File: src/rtl/core/sparse_conv3d_rulebook_gen_macros.svh
// Assertion macros shared by the rulebook generator RTL.
`ifndef SPARSE_CONV3D_RULEBOOK_GEN_MACROS_SVH
`define SPARSE_CONV3D_RULEBOOK_GEN_MACROS_SVH

// Same-cycle implication, sampled on clk, off while rst_n is low
`define SC3RB_ASSERT_IMPL(lbl, ante, cons, msg) \
    lbl: assert property (@(posedge clk) disable iff (!rst_n) (ante) |-> (cons)) \
        else $error(msg);

// Next-cycle implication, sampled on clk, off while rst_n is low
`define SC3RB_ASSERT_NEXT(lbl, ante, cons, msg) \
    lbl: assert property (@(posedge clk) disable iff (!rst_n) (ante) |=> (cons)) \
        else $error(msg);

`endif

File: src/rtl/core/sc3rb_pkg.sv
// Types and constants for the sparse 3-D convolution rulebook generator.
`default_nettype none

package sc3rb_pkg;

    // Field widths
    localparam int BATCH_W   = 8;
    localparam int COORD_W   = 12;
    localparam int FEAT_W    = 13;   // coordinate plus padding
    localparam int SIZE_W    = 13;
    localparam int DIMS_W    = 12;   // three packed nibbles
    localparam int STRIDE_W  = 4;
    localparam int KSZ_W     = 3;    // kernel size 1..4
    localparam int KOFF_W    = 2;    // kernel offset 0..3
    localparam int TAP_W     = 6;
    localparam int OFF_W     = 32;
    localparam int CFG_IDX_W = 3;

    // Divider step count
    localparam int DIV_CNT_W = 4;
    localparam logic [DIV_CNT_W-1:0] DIV_STEPS = DIV_CNT_W'(FEAT_W);

    // Register indexes
    localparam logic [CFG_IDX_W-1:0] REG_KERNEL_DIMS = 3'd0;
    localparam logic [CFG_IDX_W-1:0] REG_STRIDE_DIMS = 3'd1;
    localparam logic [CFG_IDX_W-1:0] REG_PAD_DIMS    = 3'd2;
    localparam logic [CFG_IDX_W-1:0] REG_OUT_DEPTH   = 3'd3;
    localparam logic [CFG_IDX_W-1:0] REG_OUT_HEIGHT  = 3'd4;
    localparam logic [CFG_IDX_W-1:0] REG_OUT_WIDTH   = 3'd5;

    // Register reset values
    localparam logic [DIMS_W-1:0] KERNEL_DIMS_RST = 12'h333;
    localparam logic [DIMS_W-1:0] STRIDE_DIMS_RST = 12'h111;
    localparam logic [DIMS_W-1:0] PAD_DIMS_RST    = 12'h000;
    localparam logic [SIZE_W-1:0] OUT_SIZE_RST    = 13'd1;

    // Axis codes
    localparam logic [1:0] AX_D = 2'd0;
    localparam logic [1:0] AX_H = 2'd1;
    localparam logic [1:0] AX_W = 2'd2;

    // Divider status towards the sequencer
    typedef struct packed {
        logic busy;
        logic done;
    } div_stat_t;

endpackage

`default_nettype wire

File: src/rtl/core/sparse_conv3d_rulebook_gen.sv
// Top level of the sparse 3-D convolution rulebook generator.
//
// Usage:
//   cfg channel (cfg_valid/cfg_ready, cfg_index, cfg_data) writes the kernel,
//   stride and padding nibbles and the output grid sizes; cfg_ready is always
//   high. Write only while no voxel is in flight.
//   voxel channel (voxel_valid/voxel_ready) takes one active input voxel.
//   hit channel (hit_valid/hit_ready) returns one transaction per output
//   position the voxel touches, depth-major, last_hit on the final one.
// Timing:
//   Each axis needs one 13-step stride division on the shared serial divider,
//   the three axes in turn. A voxel with no hit is done after the third
//   division. Otherwise the shared 32x13 multiplier builds the start offset in
//   steps (H*W, D*H*W, batch, depth, height, sum), and hits follow at one per
//   cycle while hit_ready is high. voxel_ready is high only in the idle state.
// Stalls: the hit output register holds until taken; the walk pauses.
// Reset: registers return to their reset values and the block idles.
`default_nettype none
`include "sparse_conv3d_rulebook_gen_macros.svh"

module sparse_conv3d_rulebook_gen #(
    parameter int MAX_KERNEL_DIM = 4,
    parameter int MAX_GRID_DIM   = 4096
) (
    input  logic                               clk,
    input  logic                               rst_n,
    // configuration writes
    input  logic                               cfg_valid,
    output logic                               cfg_ready,
    input  logic [sc3rb_pkg::CFG_IDX_W-1:0]    cfg_index,
    input  logic [sc3rb_pkg::SIZE_W-1:0]       cfg_data,
    // input voxels
    input  logic                               voxel_valid,
    output logic                               voxel_ready,
    input  logic [sc3rb_pkg::BATCH_W-1:0]      batch_id,
    input  logic [sc3rb_pkg::COORD_W-1:0]      coord_d,
    input  logic [sc3rb_pkg::COORD_W-1:0]      coord_h,
    input  logic [sc3rb_pkg::COORD_W-1:0]      coord_w,
    // output hits
    output logic                               hit_valid,
    input  logic                               hit_ready,
    output logic [sc3rb_pkg::OFF_W-1:0]        out_offset,
    output logic [sc3rb_pkg::TAP_W-1:0]        tap_index,
    output logic [sc3rb_pkg::BATCH_W-1:0]      out_batch,
    output logic [sc3rb_pkg::COORD_W-1:0]      out_d,
    output logic [sc3rb_pkg::COORD_W-1:0]      out_h,
    output logic [sc3rb_pkg::COORD_W-1:0]      out_w,
    output logic                               last_hit
);
    import sc3rb_pkg::*;

    // Sequencer states
    localparam logic [1:0] ST_IDLE = 2'd0;
    localparam logic [1:0] ST_DIV  = 2'd1;
    localparam logic [1:0] ST_MUL  = 2'd2;
    localparam logic [1:0] ST_EMIT = 2'd3;

    // Multiplier steps
    localparam logic [2:0] MS_HW   = 3'd0;  // H*W
    localparam logic [2:0] MS_DHW  = 3'd1;  // D*H*W
    localparam logic [2:0] MS_BOFF = 3'd2;  // batch*D*H*W
    localparam logic [2:0] MS_DOFF = 3'd3;  // d0*H*W
    localparam logic [2:0] MS_HOFF = 3'd4;  // h0*W
    localparam logic [2:0] MS_SUM  = 3'd5;  // final sum

    // Configuration registers
    logic [DIMS_W-1:0] kernel_dims_reg;
    logic [DIMS_W-1:0] stride_dims_reg;
    logic [DIMS_W-1:0] pad_dims_reg;
    logic [SIZE_W-1:0] out_depth_reg;
    logic [SIZE_W-1:0] out_height_reg;
    logic [SIZE_W-1:0] out_width_reg;

    // Per-axis settings
    logic [KSZ_W-1:0]    k_ax   [3];
    logic [STRIDE_W-1:0] s_ax   [3];
    logic [SIZE_W-1:0]   sz_ax  [3];
    logic [SIZE_W-1:0]   sz_cfg [3];
    logic [3:0]          p_ax   [3];
    logic [COORD_W-1:0]  c_in   [3];
    logic [FEAT_W-1:0]   feat_in[3];

    // Sequencer
    logic [1:0] state_reg;
    logic [1:0] state_next;
    logic [1:0] axis_reg;
    logic [1:0] axis_nx;
    logic [2:0] mstep_reg;
    logic       empty_reg;
    logic       voxel_acc;

    // Divider
    logic                  div_start;
    logic [FEAT_W-1:0]     div_dividend;
    logic [STRIDE_W-1:0]   div_divisor;
    logic [FEAT_W-1:0]     div_q;
    logic [STRIDE_W-1:0]   div_r;
    div_stat_t             div_stat;

    // Axis range
    logic                c_pos;
    logic                r_lt;
    logic [3:0]          n_full;
    logic [1:0]          nc;
    logic [1:0]          qm;
    logic [5:0]          kd_full;
    logic [FEAT_W-1:0]   q_inc;
    logic [FEAT_W-1:0]   ax_beg;
    logic [FEAT_W-1:0]   ax_end;
    logic [KOFF_W-1:0]   ax_kd;
    logic                ax_empty;

    // Per-voxel data
    logic [BATCH_W-1:0]  batch_reg;
    logic [FEAT_W-1:0]   feat_reg[3];
    logic [FEAT_W-1:0]   beg_reg [3];
    logic [FEAT_W-1:0]   end_reg [3];
    logic [KOFF_W-1:0]   kd0_reg [3];

    // Shared multiplier
    logic [OFF_W-1:0]    mul_a;
    logic [SIZE_W-1:0]   mul_b;
    logic [OFF_W-1:0]    mul_lo;
    logic [OFF_W-1:0]    prod_reg;
    logic [OFF_W-1:0]    hw_reg;
    logic [OFF_W-1:0]    acc_reg;
    logic [OFF_W-1:0]    start_off;

    // Walk
    logic [FEAT_W-1:0]   d_reg, h_reg, w_reg;
    logic [KOFF_W-1:0]   kd_reg, kh_reg, kw_reg;
    logic [OFF_W-1:0]    cur_reg, base_h_reg, base_d_reg;
    logic [OFF_W-1:0]    sz_w32;
    logic                w_end, h_end, d_end, is_last;
    logic [4:0]          khw;
    logic [6:0]          ktot;
    logic [TAP_W-1:0]    tap_cur;
    logic                hit_load;

    // Output register
    logic                hit_valid_reg;
    logic [OFF_W-1:0]    off_reg;
    logic [TAP_W-1:0]    tap_reg;
    logic [BATCH_W-1:0]  obatch_reg;
    logic [COORD_W-1:0]  od_reg, oh_reg, ow_reg;
    logic                olast_reg;

    // Register writes
    assign cfg_ready = 1'b1;

    always_ff @(posedge clk or negedge rst_n)
    begin
        if (!rst_n)
        begin
            kernel_dims_reg <= KERNEL_DIMS_RST;
            stride_dims_reg <= STRIDE_DIMS_RST;
            pad_dims_reg    <= PAD_DIMS_RST;
            out_depth_reg   <= OUT_SIZE_RST;
            out_height_reg  <= OUT_SIZE_RST;
            out_width_reg   <= OUT_SIZE_RST;
        end
        else if (cfg_valid)
        begin
            case (cfg_index)
                REG_KERNEL_DIMS: kernel_dims_reg <= cfg_data[DIMS_W-1:0];
                REG_STRIDE_DIMS: stride_dims_reg <= cfg_data[DIMS_W-1:0];
                REG_PAD_DIMS:    pad_dims_reg    <= cfg_data[DIMS_W-1:0];
                REG_OUT_DEPTH:   out_depth_reg   <= cfg_data;
                REG_OUT_HEIGHT:  out_height_reg  <= cfg_data;
                REG_OUT_WIDTH:   out_width_reg   <= cfg_data;
                default:         ;
            endcase
        end
    end

    // Unpack and clamp the per-axis settings
    always_comb
    begin
        logic [3:0] k_nib;
        logic [3:0] s_nib;
        sz_cfg[0] = out_depth_reg;
        sz_cfg[1] = out_height_reg;
        sz_cfg[2] = out_width_reg;
        c_in[0]   = coord_d;
        c_in[1]   = coord_h;
        c_in[2]   = coord_w;
        for (int a = 0; a < 3; a++)
        begin
            k_nib = kernel_dims_reg[4*(2-a) +: 4];
            s_nib = stride_dims_reg[4*(2-a) +: 4];
            p_ax[a] = pad_dims_reg[4*(2-a) +: 4];
            if (k_nib == 4'd0)
            begin
                k_ax[a] = KSZ_W'(1);
            end
            else if (32'(k_nib) > 32'(MAX_KERNEL_DIM))
            begin
                k_ax[a] = KSZ_W'(MAX_KERNEL_DIM);
            end
            else
            begin
                k_ax[a] = KSZ_W'(k_nib);
            end
            s_ax[a] = (s_nib == 4'd0) ? STRIDE_W'(1) : s_nib;
            if (32'(sz_cfg[a]) > 32'(MAX_GRID_DIM))
            begin
                sz_ax[a] = SIZE_W'(MAX_GRID_DIM);
            end
            else
            begin
                sz_ax[a] = sz_cfg[a];
            end
            feat_in[a] = FEAT_W'(c_in[a]) + FEAT_W'(p_ax[a]);
        end
    end

    // Divider feed
    assign voxel_acc    = voxel_valid && voxel_ready;
    assign axis_nx      = (axis_reg == AX_W) ? AX_W : 2'(axis_reg + 2'd1);
    assign div_start    = voxel_acc ||
                          ((state_reg == ST_DIV) && div_stat.done && (axis_reg != AX_W));
    assign div_dividend = (state_reg == ST_IDLE) ? feat_in[AX_D] : feat_reg[axis_nx];
    assign div_divisor  = (state_reg == ST_IDLE) ? s_ax[AX_D] : s_ax[axis_nx];

    sc3rb_div u_div (
        .clk       (clk),
        .rst_n     (rst_n),
        .start     (div_start),
        .dividend  (div_dividend),
        .divisor   (div_divisor),
        .quotient  (div_q),
        .remainder (div_r),
        .stat      (div_stat)
    );

    // Range on the current axis from q = f / s, r = f % s.
    // beg = ceil((f+1-k)/s) clamped at 0 = q + ceil((r+1-k)/s); kd = f - beg*s.
    always_comb
    begin
        c_pos  = div_r >= {1'b0, k_ax[axis_reg]};
        r_lt   = ({1'b0, div_r} + 5'd1) < {2'b0, k_ax[axis_reg]};
        n_full = {1'b0, k_ax[axis_reg]} - 4'd1 - div_r;
        nc     = 2'd0;
        if (r_lt)
        begin
            case (s_ax[axis_reg])
                4'd1:    nc = n_full[1:0];
                4'd2:    nc = {1'b0, n_full[1]};
                4'd3:    nc = {1'b0, (n_full[1:0] == 2'd3)};
                default: nc = 2'd0;
            endcase
        end
        qm       = (div_q >= FEAT_W'(nc)) ? nc : div_q[1:0];
        q_inc    = div_q + FEAT_W'(1);
        ax_beg   = c_pos ? q_inc : (div_q - FEAT_W'(qm));
        kd_full  = {2'b0, div_r} + ({4'b0, qm} * {2'b0, s_ax[axis_reg]});
        ax_kd    = kd_full[KOFF_W-1:0];
        ax_end   = (q_inc < sz_ax[axis_reg]) ? q_inc : sz_ax[axis_reg];
        ax_empty = ax_beg >= ax_end;
    end

    // Shared multiplier operands
    always_comb
    begin
        case (mstep_reg)
            MS_HW:
            begin
                mul_a = OFF_W'(sz_ax[AX_H]);
                mul_b = sz_ax[AX_W];
            end
            MS_DHW:
            begin
                mul_a = prod_reg;
                mul_b = sz_ax[AX_D];
            end
            MS_BOFF:
            begin
                mul_a = prod_reg;
                mul_b = SIZE_W'(batch_reg);
            end
            MS_DOFF:
            begin
                mul_a = hw_reg;
                mul_b = beg_reg[AX_D];
            end
            MS_HOFF:
            begin
                mul_a = OFF_W'(sz_ax[AX_W]);
                mul_b = beg_reg[AX_H];
            end
            default:
            begin
                mul_a = '0;
                mul_b = '0;
            end
        endcase
    end

    assign mul_lo    = OFF_W'(mul_a * mul_b);
    assign start_off = acc_reg + prod_reg + OFF_W'(beg_reg[AX_W]);

    // Walk position
    assign sz_w32   = OFF_W'(sz_ax[AX_W]);
    assign w_end    = (w_reg + FEAT_W'(1)) == end_reg[AX_W];
    assign h_end    = (h_reg + FEAT_W'(1)) == end_reg[AX_H];
    assign d_end    = (d_reg + FEAT_W'(1)) == end_reg[AX_D];
    assign is_last  = w_end && h_end && d_end;
    assign khw      = {2'b0, k_ax[AX_H]} * {2'b0, k_ax[AX_W]};
    assign ktot     = {2'b0, khw} * {4'b0, k_ax[AX_D]};
    assign tap_cur  = ({4'b0, kd_reg} * {1'b0, khw})
                    + ({4'b0, kh_reg} * {3'b0, k_ax[AX_W]})
                    + {4'b0, kw_reg};
    assign hit_load = (state_reg == ST_EMIT) && (!hit_valid_reg || hit_ready);

    // Next state
    always_comb
    begin
        state_next = state_reg;
        case (state_reg)
            ST_IDLE:
            begin
                if (voxel_valid)
                begin
                    state_next = ST_DIV;
                end
            end
            ST_DIV:
            begin
                if (div_stat.done && (axis_reg == AX_W))
                begin
                    state_next = (empty_reg || ax_empty) ? ST_IDLE : ST_MUL;
                end
            end
            ST_MUL:
            begin
                if (mstep_reg == MS_SUM)
                begin
                    state_next = ST_EMIT;
                end
            end
            ST_EMIT:
            begin
                if (hit_load && is_last)
                begin
                    state_next = ST_IDLE;
                end
            end
            default:
            begin
                state_next = ST_IDLE;
            end
        endcase
    end

    // Control registers
    always_ff @(posedge clk or negedge rst_n)
    begin
        if (!rst_n)
        begin
            state_reg     <= ST_IDLE;
            axis_reg      <= AX_D;
            mstep_reg     <= MS_HW;
            empty_reg     <= 1'b0;
            hit_valid_reg <= 1'b0;
        end
        else
        begin
            state_reg <= state_next;
            if (voxel_acc)
            begin
                axis_reg  <= AX_D;
                empty_reg <= 1'b0;
            end
            else if ((state_reg == ST_DIV) && div_stat.done)
            begin
                axis_reg  <= axis_nx;
                empty_reg <= empty_reg || ax_empty;
                mstep_reg <= MS_HW;
            end
            else if (state_reg == ST_MUL)
            begin
                mstep_reg <= 3'(mstep_reg + 3'd1);
            end
            if (hit_load)
            begin
                hit_valid_reg <= 1'b1;
            end
            else if (hit_ready)
            begin
                hit_valid_reg <= 1'b0;
            end
        end
    end

    // Voxel capture and per-axis ranges
    always_ff @(posedge clk)
    begin
        if (voxel_acc)
        begin
            batch_reg <= batch_id;
            for (int a = 0; a < 3; a++)
            begin
                feat_reg[a] <= feat_in[a];
            end
        end
        if ((state_reg == ST_DIV) && div_stat.done)
        begin
            beg_reg[axis_reg] <= ax_beg;
            end_reg[axis_reg] <= ax_end;
            kd0_reg[axis_reg] <= ax_kd;
        end
    end

    // Offset build and the depth-major walk
    always_ff @(posedge clk)
    begin
        if (state_reg == ST_MUL)
        begin
            prod_reg <= mul_lo;
            case (mstep_reg)
                MS_DHW:  hw_reg  <= prod_reg;
                MS_DOFF: acc_reg <= prod_reg;
                MS_HOFF: acc_reg <= acc_reg + prod_reg;
                MS_SUM:
                begin
                    d_reg      <= beg_reg[AX_D];
                    h_reg      <= beg_reg[AX_H];
                    w_reg      <= beg_reg[AX_W];
                    kd_reg     <= kd0_reg[AX_D];
                    kh_reg     <= kd0_reg[AX_H];
                    kw_reg     <= kd0_reg[AX_W];
                    cur_reg    <= start_off;
                    base_h_reg <= start_off;
                    base_d_reg <= start_off;
                end
                default: ;
            endcase
        end
        if (hit_load)
        begin
            off_reg    <= cur_reg;
            tap_reg    <= tap_cur;
            obatch_reg <= batch_reg;
            od_reg     <= d_reg[COORD_W-1:0];
            oh_reg     <= h_reg[COORD_W-1:0];
            ow_reg     <= w_reg[COORD_W-1:0];
            olast_reg  <= is_last;
            if (!w_end)
            begin
                w_reg   <= w_reg + FEAT_W'(1);
                kw_reg  <= kw_reg - s_ax[AX_W][KOFF_W-1:0];
                cur_reg <= cur_reg + OFF_W'(1);
            end
            else if (!h_end)
            begin
                h_reg      <= h_reg + FEAT_W'(1);
                w_reg      <= beg_reg[AX_W];
                kh_reg     <= kh_reg - s_ax[AX_H][KOFF_W-1:0];
                kw_reg     <= kd0_reg[AX_W];
                base_h_reg <= base_h_reg + sz_w32;
                cur_reg    <= base_h_reg + sz_w32;
            end
            else
            begin
                d_reg      <= d_reg + FEAT_W'(1);
                h_reg      <= beg_reg[AX_H];
                w_reg      <= beg_reg[AX_W];
                kd_reg     <= kd_reg - s_ax[AX_D][KOFF_W-1:0];
                kh_reg     <= kd0_reg[AX_H];
                kw_reg     <= kd0_reg[AX_W];
                base_d_reg <= base_d_reg + hw_reg;
                base_h_reg <= base_d_reg + hw_reg;
                cur_reg    <= base_d_reg + hw_reg;
            end
        end
    end

    // Ports
    assign voxel_ready = (state_reg == ST_IDLE);
    assign hit_valid   = hit_valid_reg;
    assign out_offset  = off_reg;
    assign tap_index   = tap_reg;
    assign out_batch   = obatch_reg;
    assign out_d       = od_reg;
    assign out_h       = oh_reg;
    assign out_w       = ow_reg;
    assign last_hit    = olast_reg;

    // Checks
    `SC3RB_ASSERT_NEXT(a_voxel_starts_div, voxel_valid && voxel_ready, div_stat.busy, "divider not started on voxel")
    `SC3RB_ASSERT_IMPL(a_walk_in_range, state_reg == ST_EMIT, (d_reg < end_reg[AX_D]) && (h_reg < end_reg[AX_H]) && (w_reg < end_reg[AX_W]), "walk outside output range")
    `SC3RB_ASSERT_IMPL(a_tap_in_kernel, hit_valid_reg, {1'b0, tap_reg} < ktot, "tap index beyond kernel volume")

endmodule

`default_nettype wire

File: src/rtl/core/sc3rb_div.sv
// Bit-serial restoring divider: padded coordinate by stride, one quotient bit a cycle.
`default_nettype none

module sc3rb_div (
    input  logic                              clk,
    input  logic                              rst_n,
    input  logic                              start,
    input  logic [sc3rb_pkg::FEAT_W-1:0]      dividend,
    input  logic [sc3rb_pkg::STRIDE_W-1:0]    divisor,
    output logic [sc3rb_pkg::FEAT_W-1:0]      quotient,
    output logic [sc3rb_pkg::STRIDE_W-1:0]    remainder,
    output sc3rb_pkg::div_stat_t              stat
);
    import sc3rb_pkg::*;

    logic [DIV_CNT_W-1:0] cnt_reg;
    logic                 done_reg;
    logic [FEAT_W-1:0]    shift_reg;
    logic [FEAT_W-1:0]    shift_next;
    logic [STRIDE_W-1:0]  rem_reg;
    logic [STRIDE_W-1:0]  rem_next;
    logic [STRIDE_W-1:0]  div_reg;
    logic [STRIDE_W:0]    rem_sh;
    logic                 q_bit;

    // One restoring step: bring down the next dividend bit, subtract if it fits
    always_comb
    begin
        rem_sh = {rem_reg, shift_reg[FEAT_W-1]};
        q_bit  = rem_sh >= {1'b0, div_reg};
        if (q_bit)
        begin
            rem_next = STRIDE_W'(rem_sh - {1'b0, div_reg});
        end
        else
        begin
            rem_next = rem_sh[STRIDE_W-1:0];
        end
        shift_next = {shift_reg[FEAT_W-2:0], q_bit};
    end

    // Step counter and completion flag
    always_ff @(posedge clk or negedge rst_n)
    begin
        if (!rst_n)
        begin
            cnt_reg  <= '0;
            done_reg <= 1'b0;
        end
        else
        begin
            done_reg <= 1'b0;
            if (start)
            begin
                cnt_reg <= DIV_STEPS;
            end
            else if (cnt_reg != '0)
            begin
                cnt_reg  <= cnt_reg - 1'b1;
                done_reg <= (cnt_reg == DIV_CNT_W'(1));
            end
        end
    end

    // Operand and partial-result registers
    always_ff @(posedge clk)
    begin
        if (start)
        begin
            shift_reg <= dividend;
            rem_reg   <= '0;
            div_reg   <= divisor;
        end
        else if (cnt_reg != '0)
        begin
            shift_reg <= shift_next;
            rem_reg   <= rem_next;
        end
    end

    assign quotient  = shift_reg;
    assign remainder = rem_reg;
    assign stat.busy = (cnt_reg != '0);
    assign stat.done = done_reg;

endmodule

`default_nettype wire
File: config.mk
export PLATFORM = sky130hd
export DESIGN_NAME = sparse_conv3d_rulebook_gen
export DESIGN_NICKNAME = d
export VERILOG_FILES = /design/src/rtl/core/sc3rb_pkg.sv /design/src/rtl/core/sparse_conv3d_rulebook_gen.sv /design/src/rtl/core/sc3rb_div.sv
export VERILOG_INCLUDE_DIRS = /design/src /design/src/rtl/core
export SDC_FILE = /design/constraint.sdc
export NUM_CORES = 2
export LEC_CHECK = 0
export BUFFER_PORTS_ARGS = -buffer_cell sky130_fd_sc_hd__buf_2
export CORE_MARGIN = 3
export CORE_UTILIZATION = 42
export CTS_CLUSTER_SIZE = 30
export DETAILED_ROUTE_END_ITERATION = 8
export GPL_TIMING_DRIVEN = 1
export HOLD_SLACK_MARGIN = 0.12
export SYNTH_ARGS = -nofsm -noshare
export SYNTH_HDL_FRONTEND = slang
export SYNTH_HIERARCHICAL = 1
export SYNTH_SLANG_ARGS = --single-unit
File: constraint.sdc
create_clock -name clk -period 9.4 [get_ports clk]
set_input_delay 0.94 -clock clk [delete_from_list [all_inputs] [get_ports clk]]
set_output_delay 0.94 -clock clk [all_outputs]
set_load 0.01 [all_outputs]
# Yosys cells after proc, flatten, opt, wreduce, memory -nomap -nowiden

Memory sizes are Yosys's and may differ from the RTL's.
Index checks and enable logic that the tools add are counted.

Register bits after elaboration: 438
Latch bits: 0
RAM bits: 123
Memory bits (read-only): 0
Input port bits: 65
Output and inout bits: 86
Logic and storage cells: 258
Memories kept: 4

Add/sub/neg operators: 26
$mul: 5
Divide/modulo/power cells: 0
$lt $le $gt $ge: 14
Eq/ne operators: 27
Shifts and indexed selects: 0
Mux-type cells: 102
Bitwise gates (word level): 3
Reduce and logical (&&, ||, !) cells: 41

Memories:

| name     | words | bits a word | rd ports | clocked after memory_dff | write ports | line                              | RTL |
|---|---|---|---|---|---|---|---|
| beg_reg  | 3     | 13          | 3        | 0                        | 1           | sparse_conv3d_rulebook_gen.sv:116 | `logic [FEAT_W-1:0] beg_reg [3];` |
| end_reg  | 3     | 13          | 3        | 0                        | 1           | sparse_conv3d_rulebook_gen.sv:117 | `logic [FEAT_W-1:0] end_reg [3];` |
| feat_reg | 3     | 13          | 1        | 0                        | 3           | sparse_conv3d_rulebook_gen.sv:115 | `logic [FEAT_W-1:0] feat_reg[3];` |
| kd0_reg  | 3     | 2           | 3        | 0                        | 1           | sparse_conv3d_rulebook_gen.sv:118 | `logic [KOFF_W-1:0] kd0_reg [3];` |

Operators by type and width:

| kind                                                             | number |
|---|---|
| 32-bit 2-to-1 mux                                                | 14 |
| 13-bit 2-to-1 mux                                                | 24 |
| 32-bit case mux with 4 select lines                              | 1 |
| 13-bit case mux with 5 select lines                              | 1 |
| 32-bit by 13-bit adder with 32-bit output                        | 2 |
| 32-bit adder                                                     | 2 |
| 32-bit case mux with 2 select lines                              | 1 |
| 13-bit by 1-bit adder with 13-bit output (second input constant) | 4 |
| 2-bit 2-to-1 mux                                                 | 24 |
| 4-bit 2-to-1 mux                                                 | 11 |
| 12-bit by 4-bit adder with 13-bit output                         | 3 |
| 13-bit == test                                                   | 3 |
| 13-bit > comparator (second input constant)                      | 3 |
| 32-bit by 1-bit adder with 32-bit output (second input constant) | 1 |
| 32-bit by 13-bit multiplier with 32-bit output                   | 1 |
| 3-bit 2-to-1 mux                                                 | 10 |
| 13-bit binary-select mux with 2-bit select                       | 1 |
| 4-bit logical NOT                                                | 6 |
| 2-bit AND reduction                                              | 10 |
| 4-bit binary-select mux with 2-bit select                        | 2 |
| 2-bit nonzero test                                               | 7 |
| 13-bit greater-or-equal comparator                               | 1 |
| 13-bit by 2-bit greater-or-equal comparator with 1-bit output    | 1 |
| 13-bit less-than comparator                                      | 1 |
| other kinds (43)                                                 | 84 |

# Longest topological paths before layout

Depth after elaboration: 20
Depth in mapped cells: 34
Depth with buffers taken out: 33

# Modules after synthesis

The synthesis kept the hierarchy.

By module, submodules not included:

| module                     | times used | cells each | area each (µm²) | sequential area each (µm²) |
|---|---|---|---|---|
| sparse_conv3d_rulebook_gen | 1          | 4,166      | 40,824.2        | 14,719.1 |
| sc3rb_div                  | 1          | 101        | 1,300.0         | 715.7 |

# Worst setup path before layout

No wires, ideal clock.

Path kind: register -> register
From: register mstep_reg[2]
To: register prod_reg[31] (data pin)
Library setup time: 0.264 ns
Arrival: 7.329 ns
Data required time: 9.136 ns
Path slack: 1.807 ns
Cell stages (with the launch flop): 30
Buffers on the path: 5
Period minus slack after synthesis: 7.593 ns
Cells stage by stage: dfrtp_1 > clkbuf_1 > inv_1 > ha_1 > clkbuf_1 > buf_1 > a222oi_1 > nand2_1 > clkbuf_1 > clkbuf_1 > nand2_1 > fa_1 > inv_1 > fa_1 > fa_1 > inv_1 > fa_1 > inv_1 > fa_1 > ha_1 > a21o_1 > a21o_1 > a21oi_1 > o21ai_1 > a2111oi_0 > a21bo_2 > a41o_1 > o41a_1 > a221oi_1 > xnor2_1

Longest elaborated chain between the ends: 4
Elaborated cells between the ends (all ways): 9
Classes of those cells: 1 x mul; 4 x eq/ne; 2 x mux; 2 x reduce/logical

RTL lines:

| what                                                                                                        | line                              | RTL |
|---|---|---|
| start, declared                                                                                             | sparse_conv3d_rulebook_gen.sv:88  | `logic [2:0] mstep_reg;` |
| start signal, assigned                                                                                      | sparse_conv3d_rulebook_gen.sv:382 | `mstep_reg <= 3'(mstep_reg + 3'd1);` |
| 3-bit by 1-bit == test with 1-bit output / 3-bit by 2-bit == test with 1-bit output (equally long branches) | sparse_conv3d_rulebook_gen.sv:265 | `case (mstep_reg)` |
| 2-bit OR reduction (no source line)                                                                         | n/a                               |  |
| 32-bit case mux with 4 select lines                                                                         | sparse_conv3d_rulebook_gen.sv:265 |  |
| 32-bit by 13-bit multiplier with 32-bit output (*)                                                          | sparse_conv3d_rulebook_gen.sv:299 | `assign mul_lo = OFF_W'(mul_a * mul_b);` |
| net mul_lo[31]                                                                                              | sparse_conv3d_rulebook_gen.sv:123 | `logic [OFF_W-1:0] mul_lo;` |
| end signal, assigned                                                                                        | sparse_conv3d_rulebook_gen.sv:419 | `prod_reg <= mul_lo;` |
| end, declared                                                                                               | sparse_conv3d_rulebook_gen.sv:124 | `logic [OFF_W-1:0] prod_reg;` |

The timed path passes the listed nets; every way through them passes the cells marked *.
A chain may end at the register's enable or synchronous reset.

# Final worst setup path

From: register out_depth_reg[9]
To: register prod_reg[31] (data pin)

Longest elaborated chain between the ends: 4

RTL lines:

| what                                               | line                              | RTL |
|---|---|---|
| start, declared                                    | sparse_conv3d_rulebook_gen.sv:70  | `logic [SIZE_W-1:0] out_depth_reg;` |
| start signal, assigned                             | sparse_conv3d_rulebook_gen.sv:168 | `REG_OUT_DEPTH: out_depth_reg <= cfg_data;` |
| 13-bit > comparator                                | sparse_conv3d_rulebook_gen.sv:205 | `if (32'(sz_cfg[a]) > 32'(MAX_GRID_DIM))` |
| 13-bit 2-to-1 mux (*)                              | sparse_conv3d_rulebook_gen.sv:205 |  |
| 13-bit case mux with 5 select lines (*)            | sparse_conv3d_rulebook_gen.sv:265 |  |
| 32-bit by 13-bit multiplier with 32-bit output (*) | sparse_conv3d_rulebook_gen.sv:299 |  |
| net mul_lo[31]                                     | sparse_conv3d_rulebook_gen.sv:123 |  |

Marked as above.

==> results.md <==
- Failing checks: DRC
- Starting DRT DRC Count: 3271
- Final hold viol count: 0
- Worst Path Class, Setup: flip-flop to flip-flop
- Max stage delay on crit path: 0.53 ns
- Clock-pin slew on the worst setup and hold paths: 0.06 ns
- Clock power share: 0.243
- Die area: 104100 sq um
- Overall routing resource usage: 0.2389
- Vias in the first global route: 31190
- CTS root buffer: clkbuf_16
- Cell mode on critical path: fa_1
- Library cells used by synthesis: about 110
- GRT overflow: 0
- IO Pins: 151
- Avg Inst Size Synth: just under 10 sq um
- Req. time, crit path: 9.78 ns
- Register bit total from synthesis: 561
- CP arrival: about 8.6 ns
- Syn Std Cell Area: ~42000 sq um
- Cell family with most CP delay: adder cells
- Post-synth EDFFs: 374
- HPWL after detailed placement: 97190 microns
- Status: finished, violations left
- Starting Density: 0.4261
- P per Cell Area: 245.3 nW/um^2
- Antenna-violating nets left: 0
- Max-Cap Viols: 0
- Hold buffers post-CTS: 0
- WHS: between 0.2 and 0.3 ns
- NetSw: 4.581 mW
- Synth async-reset ratio: 0.1586
- WP buf/inv: 5
- Final period utilization: 0.8691
- Slew Viols, Final: 0
- Post-Syn Nets: 4831
- RSZ-0062 raised after global routing: false
- Gpl congestion: 0.9508
- Final net count: 4931
- First-pass GRT wire length: 191200 microns
- Die X: 322.7 microns
- Final Core Density: 0.4718
- Area grow syn2layout: 10.72%
- YS warnings: 6
- Die Y: 322.7 microns
- F_max: 122.4 MHz
- Combinational power share: 0.442
- Antenna violations before repair: 2
- Total wire length: between 100000 and 150000 microns
- Crit path max fanout: 16
- Layout cells sized above 1: 0.1137
- Clk sinks: ~560
- Sequential group share of total power: 0.316
- PostCTS Resize Cnt: 0
- Worst-margin pin slew: between 1 and 1.5 ns
- 1st-pass router iterations: 9
- Top cell type's share of synthesized area: 0.2666
- Via-to-Cell Ratio: 5.643
- TritonCTS Buffers: 67
- Tmin final: roughly 8.2 ns
- Commonest non-fill, non-tap cell in the layout: nand2_1
- Drt drc: 2
- Commonest non-fill, non-tap cells in the layout: nand2_1 (568), edfxtp_1 (374), inv_1 (342), nor2_1 (304), fa_1 (276)
- Post-synthesis sequential area ratio: 0.3664
- Synthesized instance count: roughly 4300
- Final setup vio count: 0
- Synth Flop Type: edfxtp_1
- CTS tree: built
- Largest net degree at the start of global routing: 60
- Clock Path Buffers: 3
- Switch share: 0.4005
- Port buffer count: 149
- H-Tree Depth: 3
- CORE AREA: 98850 sq um
- Setup_tns: 0 ns
- Relative slew slack: 0.1248
- Worst-Skew Late Latency: 0.65 ns
- VDD IR-drop max: between 0.00015 and 0.0002 V
- LEAKAGE: 18.71 nW
- Crit-path slowest cell: nand2_1
- Postcts setup bufs: 0
- Core Rows: 115
- Internal power: approximately 7 mW
- Largest area contributor in the netlist: edfxtp_1
- Crit end category: flip-flop
- Wire length per cell: 21.65 microns
- Vias: 32220
- Hold Path Class: input port to async pin
- Synth area leaders: edfxtp_1 (27%), fa_1 (13%), ha_1 (6.6%)
- Worst Setup Start Kind: flip-flop
- Final Skew: 0.03597 ns
[power groups by stage]
stage / Clock [mW] / Sequential, mW / Combinational [mW]
floorplan: 0 / 3.51 / 3.49
global placement: 0 / 3.64 / 4.94
detailed placement: 0 / 3.65 / 4.97
CTS: 2.82 / 3.60 / 5.04
global route: 2.92 / 3.65 / 5.66
finish: 2.77 / 3.61 / 5.06
[Yosys cell counts, types with 77 or more instances]
master	n
a21oi_1	205
clkbuf_1	132
dfrtp_1	77
dfxtp_1	98
edfxtp_1	374
fa_1	276
ha_1	223
inv_1	343
mux2_2	111
nand2_1	569
nand3_1	108
nor2_1	310
o21ai_0	238
xnor2_1	202
xor2_1	109
[layer usage]
| metal | GRT usage | part of all wire | wire, microns | up-vias |
|---|---|---|---|---|
| met5 | 0 | 0 | 0 | - |
| met1 | 0.3540 | 0.47 | 57540 | 15780 |
| met4 | 0.05510 | 0.020 | 2421 | 0 |
| li1 | - | - | - | 15070 |
| met3 | 0.03809 | 0.075 | 9249 | 166 |
| met2 | 0.3673 | 0.44 | 54430 | 1208 |
[kinds of logic after synthesis]
kind of cell,count (synthesis),share of synthesized area
buf+inv,516,0.04752
flops,561,0.3664
compound gates,838,0.1282
fa+ha+maj,499,0.1974
other cells,1,0.00008902
xor+xnor,314,0.06612
mux,173,0.04464
simple gates,1365,0.1496
[worst register-to-register path: cells and delay by family, from the launching register on]
family	cells	cell delay (ns)
AOI/OAI and AO/OA	9	2.28
xor gates and xnor gates	1	0.11
buffers and inverters	5	0.75
and+or+nand+nor	5	1.48
adders and majority gates	6	2.84
DFF	1	0.43
[final timing paths]
path	depth (start not counted)	slack (ns)	from	to
min	1	0.26	rst_n	p_ax[2]$_DFFE_PN0P_
min reg2reg	0	0.49	cur_reg[31]$_DFFE_PP_	out_offset[31]$_DFFE_PP_
max	26	1.23	out_depth_reg[9]$_DFFE_PN0P_	prod_reg[31]$_DFFE_PP_
min in group clk	1	0.48	batch_id[1]	batch_reg[1]$_DFFE_PP_
max reg2reg	26	1.23	out_depth_reg[9]$_DFFE_PN0P_	prod_reg[31]$_DFFE_PP_
max in group asynchronous	2	7.99	rst_n	out_depth_reg[2]$_DFFE_PN0P_
[area by class of cell]
class                   instances  area (sq um)
fillers                      9240         52210
multi-input cells            3190         24790
flip-flops and latches        561         15430
clock buffers                  98          1968
well taps                    1287          1610
inverters                     343          1290
repair buffers                204          1161
clock inverters                26         387.9
diodes                          1         2.502
[stage by stage]
step	power (mW)	cells	worst slack [ns]	instance area, sq um
after floorplan	7.002	4267	1.807	42120
after global placement	8.584	5585	1.347	44280
after detailed placement	8.615	5585	1.296	44280
after CTS	11.46	5709	1.240	46640
after global routing	12.23	5710	0.5291	46640
final	11.44	5710	1.231	46640
No activity file was read; power rests on OpenSTA's default activity.
